<file path="src/design/tscd_pkg.sv">
package tscd_pkg;

  localparam int unsigned SampleW = 16;
  localparam int unsigned MeanW   = 16;
  localparam int unsigned HalfW   = 15;
  localparam int unsigned GainW   = 16;
  localparam int unsigned ThrW    = 47;
  localparam int unsigned SumW    = 48;
  localparam int unsigned IdxW    = 16;
  localparam int unsigned DiffW   = 18;
  localparam int unsigned IncW    = DiffW + GainW + 1;
  localparam int unsigned InDataW  = 16;
  localparam int unsigned OutDataW = 40;
  localparam int unsigned QDepth  = 4;
  localparam int unsigned QPtrW   = $clog2(QDepth);
  localparam int unsigned CfgAddrW = 2;
  localparam int unsigned CfgDataW = ThrW;

  localparam logic [CfgAddrW-1:0] RegRefMean   = 2'd0;
  localparam logic [CfgAddrW-1:0] RegHalfMag   = 2'd1;
  localparam logic [CfgAddrW-1:0] RegGain      = 2'd2;
  localparam logic [CfgAddrW-1:0] RegThreshold = 2'd3;

  localparam logic [GainW-1:0] GainReset = 16'd256;

  localparam logic signed [SumW-1:0] SumMax = {1'b0, {(SumW-1){1'b1}}};
  localparam logic signed [SumW-1:0] SumMin = {1'b1, {(SumW-1){1'b0}}};

  typedef struct packed {
    logic signed [IncW-1:0] up_inc;
    logic signed [IncW-1:0] dn_inc;
  } incr_t;

  typedef struct packed {
    logic [IdxW-1:0] change_index;
    logic [IdxW-1:0] alarm_index;
    logic            direction;
    logic            alarm;
  } result_t;

endpackage

</file>
<file path="src/design/two_sided_cusum_detector_unit.sv">
// Two-sided CUSUM change detector.
// Input stream: one signed 16-bit sample per transfer on s_axis_*.
// Output stream: one result per sample on m_axis_*: alarm flag, direction
// (0 up, 1 down), alarm index and estimated change index. Without an alarm
// the other fields are zero.
// Configuration: cfg_we_i/cfg_addr_i/cfg_wdata_i write reference mean,
// half magnitude, gain (Q8.8) and threshold; write only while idle.
// Path: an accepted sample is written into the queue, then popped by the
// back end into the result register that drives m_axis_*.
// Throughput: one sample per cycle while the output is not stalled. The front
// computes both scaled increments (one multiplier per side) into a 4-entry
// queue; the back does saturating accumulate, minimum tracking and the
// threshold compare for each sample that it pops.
// Reset: sums, minima, indices and sample count clear; registers take
// their reset values; no results pending.
// Stall: a stalled output holds its result; the queue absorbs up to four
// more samples, then s_axis_tready drops until the receiver resumes.
module two_sided_cusum_detector_unit
  import tscd_pkg::*;
(
  input  logic                 clk_i,
  input  logic                 rst_ni,
  input  logic                 cfg_we_i,
  input  logic [CfgAddrW-1:0]  cfg_addr_i,
  input  logic [CfgDataW-1:0]  cfg_wdata_i,
  input  logic                 s_axis_tvalid,
  output logic                 s_axis_tready,
  input  logic [InDataW-1:0]   s_axis_tdata,  // [15:0] sample
  output logic                 m_axis_tvalid,
  input  logic                 m_axis_tready,
  output logic [OutDataW-1:0]  m_axis_tdata   // [0] alarm, [1] direction,
                                              // [17:2] alarm_index,
                                              // [33:18] change_index, rest 0
);

  logic [MeanW-1:0] ref_mean_q;
  logic [HalfW-1:0] half_mag_q;
  logic [GainW-1:0] gain_q;
  logic [ThrW-1:0]  thr_q;

  incr_t   front_incr, q_incr;
  logic    q_full, q_valid, q_pop, push;
  result_t res;

  always_ff @(posedge clk_i or negedge rst_ni) begin
    if (!rst_ni) begin
      ref_mean_q <= '0;
      half_mag_q <= '0;
      gain_q     <= GainReset;
      thr_q      <= '0;
    end else if (cfg_we_i) begin
      case (cfg_addr_i)
        RegRefMean:   ref_mean_q <= cfg_wdata_i[MeanW-1:0];
        RegHalfMag:   half_mag_q <= cfg_wdata_i[HalfW-1:0];
        RegGain:      gain_q     <= cfg_wdata_i[GainW-1:0];
        RegThreshold: thr_q      <= cfg_wdata_i[ThrW-1:0];
        default: ;
      endcase
    end
  end

  assign s_axis_tready = !q_full;
  assign push          = s_axis_tvalid && !q_full;

  tscd_front u_front (
    .sample_i   (s_axis_tdata[SampleW-1:0]),
    .ref_mean_i (ref_mean_q),
    .half_mag_i (half_mag_q),
    .gain_i     (gain_q),
    .incr_o     (front_incr)
  );

  tscd_fifo u_fifo (
    .clk_i   (clk_i),
    .rst_ni  (rst_ni),
    .push_i  (push),
    .wdata_i (front_incr),
    .full_o  (q_full),
    .pop_i   (q_pop),
    .valid_o (q_valid),
    .rdata_o (q_incr)
  );

  tscd_back u_back (
    .clk_i       (clk_i),
    .rst_ni      (rst_ni),
    .threshold_i (thr_q),
    .in_valid_i  (q_valid),
    .incr_i      (q_incr),
    .pop_o       (q_pop),
    .out_valid_o (m_axis_tvalid),
    .result_o    (res),
    .out_ready_i (m_axis_tready)
  );

  assign m_axis_tdata = {{(OutDataW-$bits(result_t)){1'b0}}, res};

endmodule

</file>
<file path="src/design/tscd_front.sv">
module tscd_front
  import tscd_pkg::*;
(
  input  logic [SampleW-1:0] sample_i,
  input  logic [MeanW-1:0]   ref_mean_i,
  input  logic [HalfW-1:0]   half_mag_i,
  input  logic [GainW-1:0]   gain_i,
  output incr_t              incr_o
);

  logic signed [DiffW-1:0] s_ext;
  logic signed [DiffW-1:0] m_ext;
  logic signed [DiffW-1:0] h_ext;
  logic signed [DiffW-1:0] du;
  logic signed [DiffW-1:0] dd;
  logic signed [GainW:0]   g_ext;

  always_comb begin
    s_ext = $signed({{(DiffW-SampleW){sample_i[SampleW-1]}}, sample_i});
    m_ext = $signed({{(DiffW-MeanW){ref_mean_i[MeanW-1]}}, ref_mean_i});
    h_ext = $signed({{(DiffW-HalfW){1'b0}}, half_mag_i});
    g_ext = $signed({1'b0, gain_i});
    du = s_ext - m_ext - h_ext;
    dd = m_ext - s_ext - h_ext;
    incr_o.up_inc = IncW'(du) * IncW'(g_ext);
    incr_o.dn_inc = IncW'(dd) * IncW'(g_ext);
  end

endmodule

</file>
<file path="src/design/tscd_fifo.sv">
module tscd_fifo
  import tscd_pkg::*;
(
  input  logic  clk_i,
  input  logic  rst_ni,
  input  logic  push_i,
  input  incr_t wdata_i,
  output logic  full_o,
  input  logic  pop_i,
  output logic  valid_o,
  output incr_t rdata_o
);

  incr_t            mem_q [QDepth];
  logic [QPtrW-1:0] wptr_q, wptr_d;
  logic [QPtrW-1:0] rptr_q, rptr_d;
  logic [QPtrW:0]   cnt_q, cnt_d;

  assign full_o  = (cnt_q == QDepth[QPtrW:0]);
  assign valid_o = (cnt_q != '0);
  assign rdata_o = mem_q[rptr_q];

  always_comb begin
    wptr_d = push_i ? wptr_q + 1'b1 : wptr_q;
    rptr_d = pop_i ? rptr_q + 1'b1 : rptr_q;
    cnt_d  = cnt_q;
    if (push_i && !pop_i) begin
      cnt_d = cnt_q + 1'b1;
    end else if (!push_i && pop_i) begin
      cnt_d = cnt_q - 1'b1;
    end
  end

  always_ff @(posedge clk_i or negedge rst_ni) begin
    if (!rst_ni) begin
      wptr_q <= '0;
      rptr_q <= '0;
      cnt_q  <= '0;
    end else begin
      wptr_q <= wptr_d;
      rptr_q <= rptr_d;
      cnt_q  <= cnt_d;
    end
  end

  always_ff @(posedge clk_i) begin
    if (push_i) begin
      mem_q[wptr_q] <= wdata_i;
    end
  end

endmodule

</file>
<file path="src/design/tscd_back.sv">
module tscd_back
  import tscd_pkg::*;
(
  input  logic            clk_i,
  input  logic            rst_ni,
  input  logic [ThrW-1:0] threshold_i,
  input  logic            in_valid_i,
  input  incr_t           incr_i,
  output logic            pop_o,
  output logic            out_valid_o,
  output result_t         result_o,
  input  logic            out_ready_i
);

  logic signed [SumW-1:0] up_sum_q, up_sum_d, up_min_q, up_min_d;
  logic signed [SumW-1:0] dn_sum_q, dn_sum_d, dn_min_q, dn_min_d;
  logic [IdxW-1:0]        up_idx_q, up_idx_d, dn_idx_q, dn_idx_d;
  logic [IdxW-1:0]        cnt_q, cnt_d, cnt_next;
  logic                   out_valid_q, out_valid_d;
  result_t                res_q, res_d;
  logic [SumW:0]          up_raw, dn_raw, up_gap, dn_gap;
  logic                   up_hit, dn_hit;

  assign pop_o       = in_valid_i && (!out_valid_q || out_ready_i);
  assign out_valid_o = out_valid_q;
  assign result_o    = res_q;

  always_comb begin
    cnt_next = cnt_q + 1'b1;
    up_raw = {up_sum_q[SumW-1], up_sum_q}
           + {{(SumW+1-IncW){incr_i.up_inc[IncW-1]}}, incr_i.up_inc};
    dn_raw = {dn_sum_q[SumW-1], dn_sum_q}
           + {{(SumW+1-IncW){incr_i.dn_inc[IncW-1]}}, incr_i.dn_inc};

    if (up_raw[SumW] != up_raw[SumW-1]) begin
      up_sum_d = up_raw[SumW] ? SumMin : SumMax;
    end else begin
      up_sum_d = up_raw[SumW-1:0];
    end
    if (dn_raw[SumW] != dn_raw[SumW-1]) begin
      dn_sum_d = dn_raw[SumW] ? SumMin : SumMax;
    end else begin
      dn_sum_d = dn_raw[SumW-1:0];
    end

    up_min_d = up_min_q;
    up_idx_d = up_idx_q;
    if (up_sum_d < up_min_q) begin
      up_min_d = up_sum_d;
      up_idx_d = cnt_next;
    end
    dn_min_d = dn_min_q;
    dn_idx_d = dn_idx_q;
    if (dn_sum_d < dn_min_q) begin
      dn_min_d = dn_sum_d;
      dn_idx_d = cnt_next;
    end

    // minimum never exceeds the sum, so the gap is non-negative
    up_gap = {up_sum_d[SumW-1], up_sum_d} - {up_min_d[SumW-1], up_min_d};
    dn_gap = {dn_sum_d[SumW-1], dn_sum_d} - {dn_min_d[SumW-1], dn_min_d};
    up_hit = up_gap > {2'b00, threshold_i};
    dn_hit = dn_gap > {2'b00, threshold_i};

    res_d = '0;
    cnt_d = cnt_next;
    if (up_hit || dn_hit) begin
      res_d.alarm        = 1'b1;
      res_d.direction    = !up_hit;
      res_d.alarm_index  = cnt_q;
      res_d.change_index = up_hit ? up_idx_d : dn_idx_d;
      up_sum_d = '0;
      up_min_d = '0;
      up_idx_d = '0;
      dn_sum_d = '0;
      dn_min_d = '0;
      dn_idx_d = '0;
      cnt_d    = '0;
    end

    out_valid_d = out_valid_q;
    if (pop_o) begin
      out_valid_d = 1'b1;
    end else if (out_ready_i) begin
      out_valid_d = 1'b0;
    end
  end

  always_ff @(posedge clk_i or negedge rst_ni) begin
    if (!rst_ni) begin
      up_sum_q    <= '0;
      up_min_q    <= '0;
      up_idx_q    <= '0;
      dn_sum_q    <= '0;
      dn_min_q    <= '0;
      dn_idx_q    <= '0;
      cnt_q       <= '0;
      out_valid_q <= 1'b0;
    end else begin
      out_valid_q <= out_valid_d;
      if (pop_o) begin
        up_sum_q <= up_sum_d;
        up_min_q <= up_min_d;
        up_idx_q <= up_idx_d;
        dn_sum_q <= dn_sum_d;
        dn_min_q <= dn_min_d;
        dn_idx_q <= dn_idx_d;
        cnt_q    <= cnt_d;
      end
    end
  end

  always_ff @(posedge clk_i) begin
    if (pop_o) begin
      res_q <= res_d;
    end
  end

endmodule

</file>
<file path="config.mk">
export PLATFORM = sky130hd
export DESIGN_NAME = two_sided_cusum_detector_unit
export DESIGN_NICKNAME = d
export VERILOG_FILES = /design/src/design/tscd_pkg.sv /design/src/design/two_sided_cusum_detector_unit.sv /design/src/design/tscd_front.sv /design/src/design/tscd_fifo.sv /design/src/design/tscd_back.sv
export SDC_FILE = /design/constraint.sdc
export NUM_CORES = 2
export LEC_CHECK = 0
export ABC_AREA = 1
export BUFFER_PORTS_ARGS = -buffer_cell sky130_fd_sc_hd__buf_4
export CORE_MARGIN = 2
export CORE_UTILIZATION = 39
export CTS_CLUSTER_DIAMETER = 100
export DETAILED_ROUTE_END_ITERATION = 10
export PLACE_DENSITY_LB_ADDON = 0.15
export SLEW_MARGIN = 15
export SYNTH_ARGS = -nofsm -noshare
export SYNTH_HDL_FRONTEND = slang
export SYNTH_HIERARCHICAL = 1
export SYNTH_SLANG_ARGS = --single-unit
export TNS_END_PERCENT = 30
</file>
<file path="constraint.sdc">
create_clock -name clk_i -period 14.64 [get_ports clk_i]
set_input_delay 0.732 -clock clk_i [delete_from_list [all_inputs] [get_ports clk_i]]
set_output_delay 0.732 -clock clk_i [all_outputs]
set_load 0.02 [all_outputs]
</file>
-- After elaboration in Yosys (flattened, before gate mapping)
Memory sizes are Yosys's and may differ from the RTL's.
Cells that the tools add are included.
- bits in registers: 376
- latch bits: 0
- RAM bits: 280
- memory bits (read-only): 0
- output and inout bits: 42
- memories kept: 1
- add/subtract/negate cells: 13
- $mul: 2
- div/mod/pow operators: 0
- $lt $le $gt $ge: 4
- equality and inequality tests: 6
- shifts and indexed selects: 0
- mux-type cells: 23
- bitwise operators: 0
- reductions and logical operators: 19
- memory list (memory ; words ; bits a word ; read ports ; clocked after Yosys merged registers in ; wr ports ; line ; text):
    u_fifo.mem_q ; 4 ; 70 ; 1 ; 0 ; 1 ; tscd_fifo.sv:14 ; incr_t mem_q [QDepth];
- operator list (kind ; number):
    48-bit 2-to-1 mux ; 10
    48-bit by 35-bit adder with 49-bit output ; 2
    49-bit by 47-bit greater-than comparator with 1-bit output ; 2
    48-bit by 48-bit subtractor with 49-bit output ; 2
    48-bit less-than comparator ; 2
    16-bit 2-to-1 mux ; 6
    18-bit by 17-bit multiplier with 35-bit output ; 2
    17-bit by 16-bit subtractor with 18-bit output ; 2
    16-bit by 16-bit subtractor with 17-bit output ; 2
    16-bit by 1-bit adder with 16-bit output, second input constant ; 1
    2-bit AND reduction ; 4
    3-bit 2-to-1 mux ; 2
    1-bit zero test ; 5
    1-bit 2-to-1 mux ; 5
    2-bit by 1-bit adder with 2-bit output, second input constant ; 2
    2-bit == test, second input constant ; 2
    1-bit logical AND ; 4
    2-bit nonzero test ; 2
    3-bit by 1-bit adder with 3-bit output, second input constant ; 1
    3-bit == test, second input constant ; 1
    3-bit nonzero test ; 1
    3-bit by 1-bit subtractor with 3-bit output, second input constant ; 1
    2-bit by 1-bit == test with 1-bit output, second input constant ; 1
    2-bit zero test ; 1
    other kinds (2) ; 4

-- Depth between registers and ports, before layout
An unclocked memory read counts as a cell.
- word-level depth: 10
- gate-level depth with buffers: 87

-- Modules after synthesis
The synthesis kept the hierarchy.
- by module, submodules not included (module ; times used ; cells an instance ; area an instance (um2) ; seq. area each (um2)):
    tscd_back ; 1 ; 4387 ; 29056.6 ; 7051.8
    tscd_front ; 1 ; 3612 ; 26655.6 ; 0.0
    tscd_fifo ; 1 ; 865 ; 11459.7 ; 8583.2
    two_sided_cusum_detector_unit ; 1 ; 429 ; 3928.8 ; 2353.5

-- Least setup slack after synthesis
Ideal clock, no wire load.
- path type: register to register
- start point: register u_fifo.rptr_q[0]
- end point: register u_back.res_q, in the netlist u_back/result_o[0] (data pin)
- library setup time: 264 ps
- arrival: 9931 ps
- data required time: 14376 ps
- slack: 4444 ps
- stages on the path, launching flop included: 64
- path buffers: 6
- path through: dfrtp_1 -> buf_4 -> buf_2 -> o211ai_1 -> nand2_1 -> ha_1 -> nand2_1 -> o21ai_0 -> inv_1 -> nor2_1 -> nor2_1 -> o21bai_1 -> nand2_1 -> nand3_1 -> a21oi_1 -> inv_1 -> a21oi_1 -> o21ai_0 -> (+28 left out) -> a21oi_1 -> o21a_1 -> o21ai_0 -> a21oi_1 -> o21ai_0 -> nand2_1 -> nand2_1 -> a31oi_1 -> xor2_1 -> ha_1 -> nand3_1 -> nor4_1 -> nand3_1 -> nand2_1 -> nand2_1 -> nor2_4 -> clkbuf_1 -> inv_1
- RTL lines (item ; line ; text):
    start, declared ; tscd_fifo.sv:16 ; logic [QPtrW-1:0] rptr_q, rptr_d;
    start signal, assigned ; tscd_fifo.sv:41 ; rptr_q <= rptr_d;
    end signal, assigned ; tscd_back.sv:115 ; res_q <= res_d;
    end, declared ; tscd_back.sv:20 ; result_t res_q, res_d;

==> impl_metrics.json <==
{
  "synthTopCellsByArea": "fa_1 17%, edfxtp_1 13%, nand2_1 12%",
  "cts_buffers": 82,
  "worstMarginPinSlew_ps": 1180,
  "min_period_ps": 13250,
  "regToRegStartpoint": "u_fifo/rptr_q[1]",
  "antenna_found_initial": 23,
  "start_util_pct": 39.3,
  "cts_tree": "built",
  "gp_congestion": 0.915,
  "critPathRequiredTime_ps": 15300,
  "std_cell_rows": 156,
  "period_share_pct": 90.5,
  "synth-edff-count": 314,
  "clock.fmax_mhz": 75.5,
  "die_y_um": 431,
  "startpoint_type": "flop",
  "avgSynthCellArea_um2": 7.65,
  "crit_path_top_delay_cell": "fa_1",
  "drt-initial-drc-count": 4457,
  "numClockSinks": 656,
  "drtPass1Iterations": 6,
  "crit_buf_inv": 10,
  "final_common_cell": "nand2_1",
  "final.setup_skew_ps": 56.2,
  "cp-end-kind": "flop",
  "outcome": "completed",
  "ios": 112,
  "cp_max_fo": 70,
  "netlist_instances": 9293,
  "wl_per_cell_um": 18.8,
  "drv_slew": 0,
  "track_usage_pct": 23.6,
  "die_w_um": 431,
  "ys_seq_elements": 656,
  "yosys.area.top_type": "fa_1",
  "r2r_slack_ps": 1390,
  "r2r_end": "u_back/dn_idx_q[14]",
  "final_cell_mix": "2330 x nand2_1, 1801 x inv_1, 776 x nand3_1",
  "synth.distinct_cells": 67,
  "drive_gt1_share_pct": 4.38,
  "setup_viol": 0,
  "slowest_delay_ps": 420,
  "slew_headroom_pct": 21.0,
  "path_class": "flop to flop",
  "drc": 0,
  "yosysSeqAreaShare_pct": 25.3,
  "grt_pass1_wl_mm": 345,
  "fillerInstances": 18479,
  "via_count": 60811,
  "ys_warn_count": 6,
  "crit_family": "simple AND/OR/NAND/NOR gates",
  "area_growth_pct": 7.93,
  "rsz0062_at_grt": "no",
  "finalHoldViolations": 0,
  "cts_root_buf": "clkbuf_16",
  "hold_slack_ps": 14.2,
  "synthArstFlopShare_pct": 52.1,
  "critPathArrivalTime_ps": 13900,
  "ys.flop_type": "dfrtp_1",
  "final_nets": 10532,
  "htreeDepth": 3,
  "clockBufferDepth": 3,
  "grt_max_degree": 148,
  "grt_pass1_vias": 61150,
  "finalSetupTns_ps": 0,
  "via_per_inst": 5.20,
  "cts.reportedPaths.clkPinSlew_ps": 60,
  "syn_area_mm2": 0.0711,
  "dp.final_hpwl_mm": 172,
  "die-area_mm2": 0.186,
  "route.final.wire_length_mm": 220,
  "io_buffers": 105,
  "max_cap_viol_count": 0,
  "cp_common_cell": "nand2_1",
  "r2r_cells": 66,
  "hold_path_class": "primary input to asynchronous set/reset pin",
  "antenna_left": 0,
  "clock_latency_ps": 730,
  "grt_overflow": 0,
  "synth_top_area_share_pct": 17.1,
  "core_area_mm2": 0.181
}
-- synthesized netlist by cell type, types with 7 or more instances --
cell,count
nand4_1,145
a21oi_1,443
nor3_1,53
fa_1,609
buf_4,48
edfxtp_1,314
nor4_1,17
o31ai_1,7
nand2_1,2334
ha_1,604
buf_2,112
xnor2_1,52
a31oi_1,43
buf_6,18
o21ai_0,229
o21bai_1,25
inv_1,1806
o22ai_1,17
or2_2,21
a211oi_1,13
xor2_1,137
a21o_1,15
and2_1,11
a21boi_0,10
nand3_1,779
or2_1,9
o221ai_1,17
clkbuf_1,121
o211ai_1,147
o21ai_1,76
dfrtp_1,341
nor2_1,582
nand2_2,18
o21a_1,13
nand3b_1,27
-- cells by family after synthesis --
logic type               after synthesis  synth area share (%)
buffers and inverters               2127                  11.9
adder cells (fa/ha/maj)             1213                  27.8
other                                  1               0.00527
XOR/XNOR                             191                  2.37
AO/OA/AOI/OAI                       1085                  8.84
AND/OR/NAND/NOR                     4020                  23.8
flip-flops                           656                  25.3
-- final cells by class --
cell class | count | area (µm²) | area share, %
Antenna cell | 7 | 17.5 | 0.0228
Clock buffer | 109 | 2270 | 2.95
Clock inverter | 42 | 548 | 0.714
Inverter | 1819 | 6840 | 8.91
Multi-Input combinational cell | 6515 | 44700 | 58.2
Sequential cell | 656 | 18000 | 23.4
Tap cell | 2370 | 2970 | 3.86
Timing Repair Buffer | 175 | 1420 | 1.85
-- worst max-delay path by stage --
stage,from,to,slack [ps],depth (start not counted)
after global routing,u_fifo/rptr_q[1],u_back/up_idx_q[7],6,67
after global placement,u_fifo/rptr_q[0],u_back/result_o[31],700,62
after floorplan,u_fifo/rptr_q[0],u_back/result_o[0],4440,63
after detailed placement,u_fifo/rptr_q[0],u_back/result_o[32],610,62
final,u_fifo/rptr_q[1],u_back/dn_idx_q[14],1390,66
after CTS,u_fifo/rptr_q[0],u_back/result_o[32],580,62
-- metrics by stage --
| step | setup slack (ps) | area, µm² | cells | util (%) |
|---|---|---|---|---|
| 2_1_floorplan | 4440 | 71100 | 9298 | - |
| 3_3_place_gp | 704 | 73900 | 11534 | 40.8 |
| 3_5_place_dp | 611 | 73900 | 11534 | 40.8 |
| 4_1_cts | 577 | 76700 | 11685 | 42.4 |
| 5_1_grt | 6.35 | 76700 | 11693 | 42.4 |
| 6_report | 1390 | 76700 | 11693 | 42.4 |
-- state kept, by name (all words and copies together) (netlist names), 34 cells and up --
signal,count
u_back/up_sum_q,48
thr_q,47
u_fifo/mem_q,280
u_back/dn_sum_q,48
u_back/dn_min_q,48
u_back/result_o,34
u_back/up_min_q,48
-- per-layer routing --
layer	part of all wire (%)	GRT usage [%]
met1	43	30.5
met2	47	39.9
met4	3.5	8.53
met3	6.1	3.93
met5	0.011	0
-- timing repair --
item | in CTS | in global routing
hold buffers | 0 | 0
buffers inserted | 0 | 1
resized for setup | 0 | 11
endpoints found under the setup margin | 0 | 274
Power is left out: the tool's default activity adds up to more than one toggle a clock period on the data nets, which glitch-free logic cannot reach.
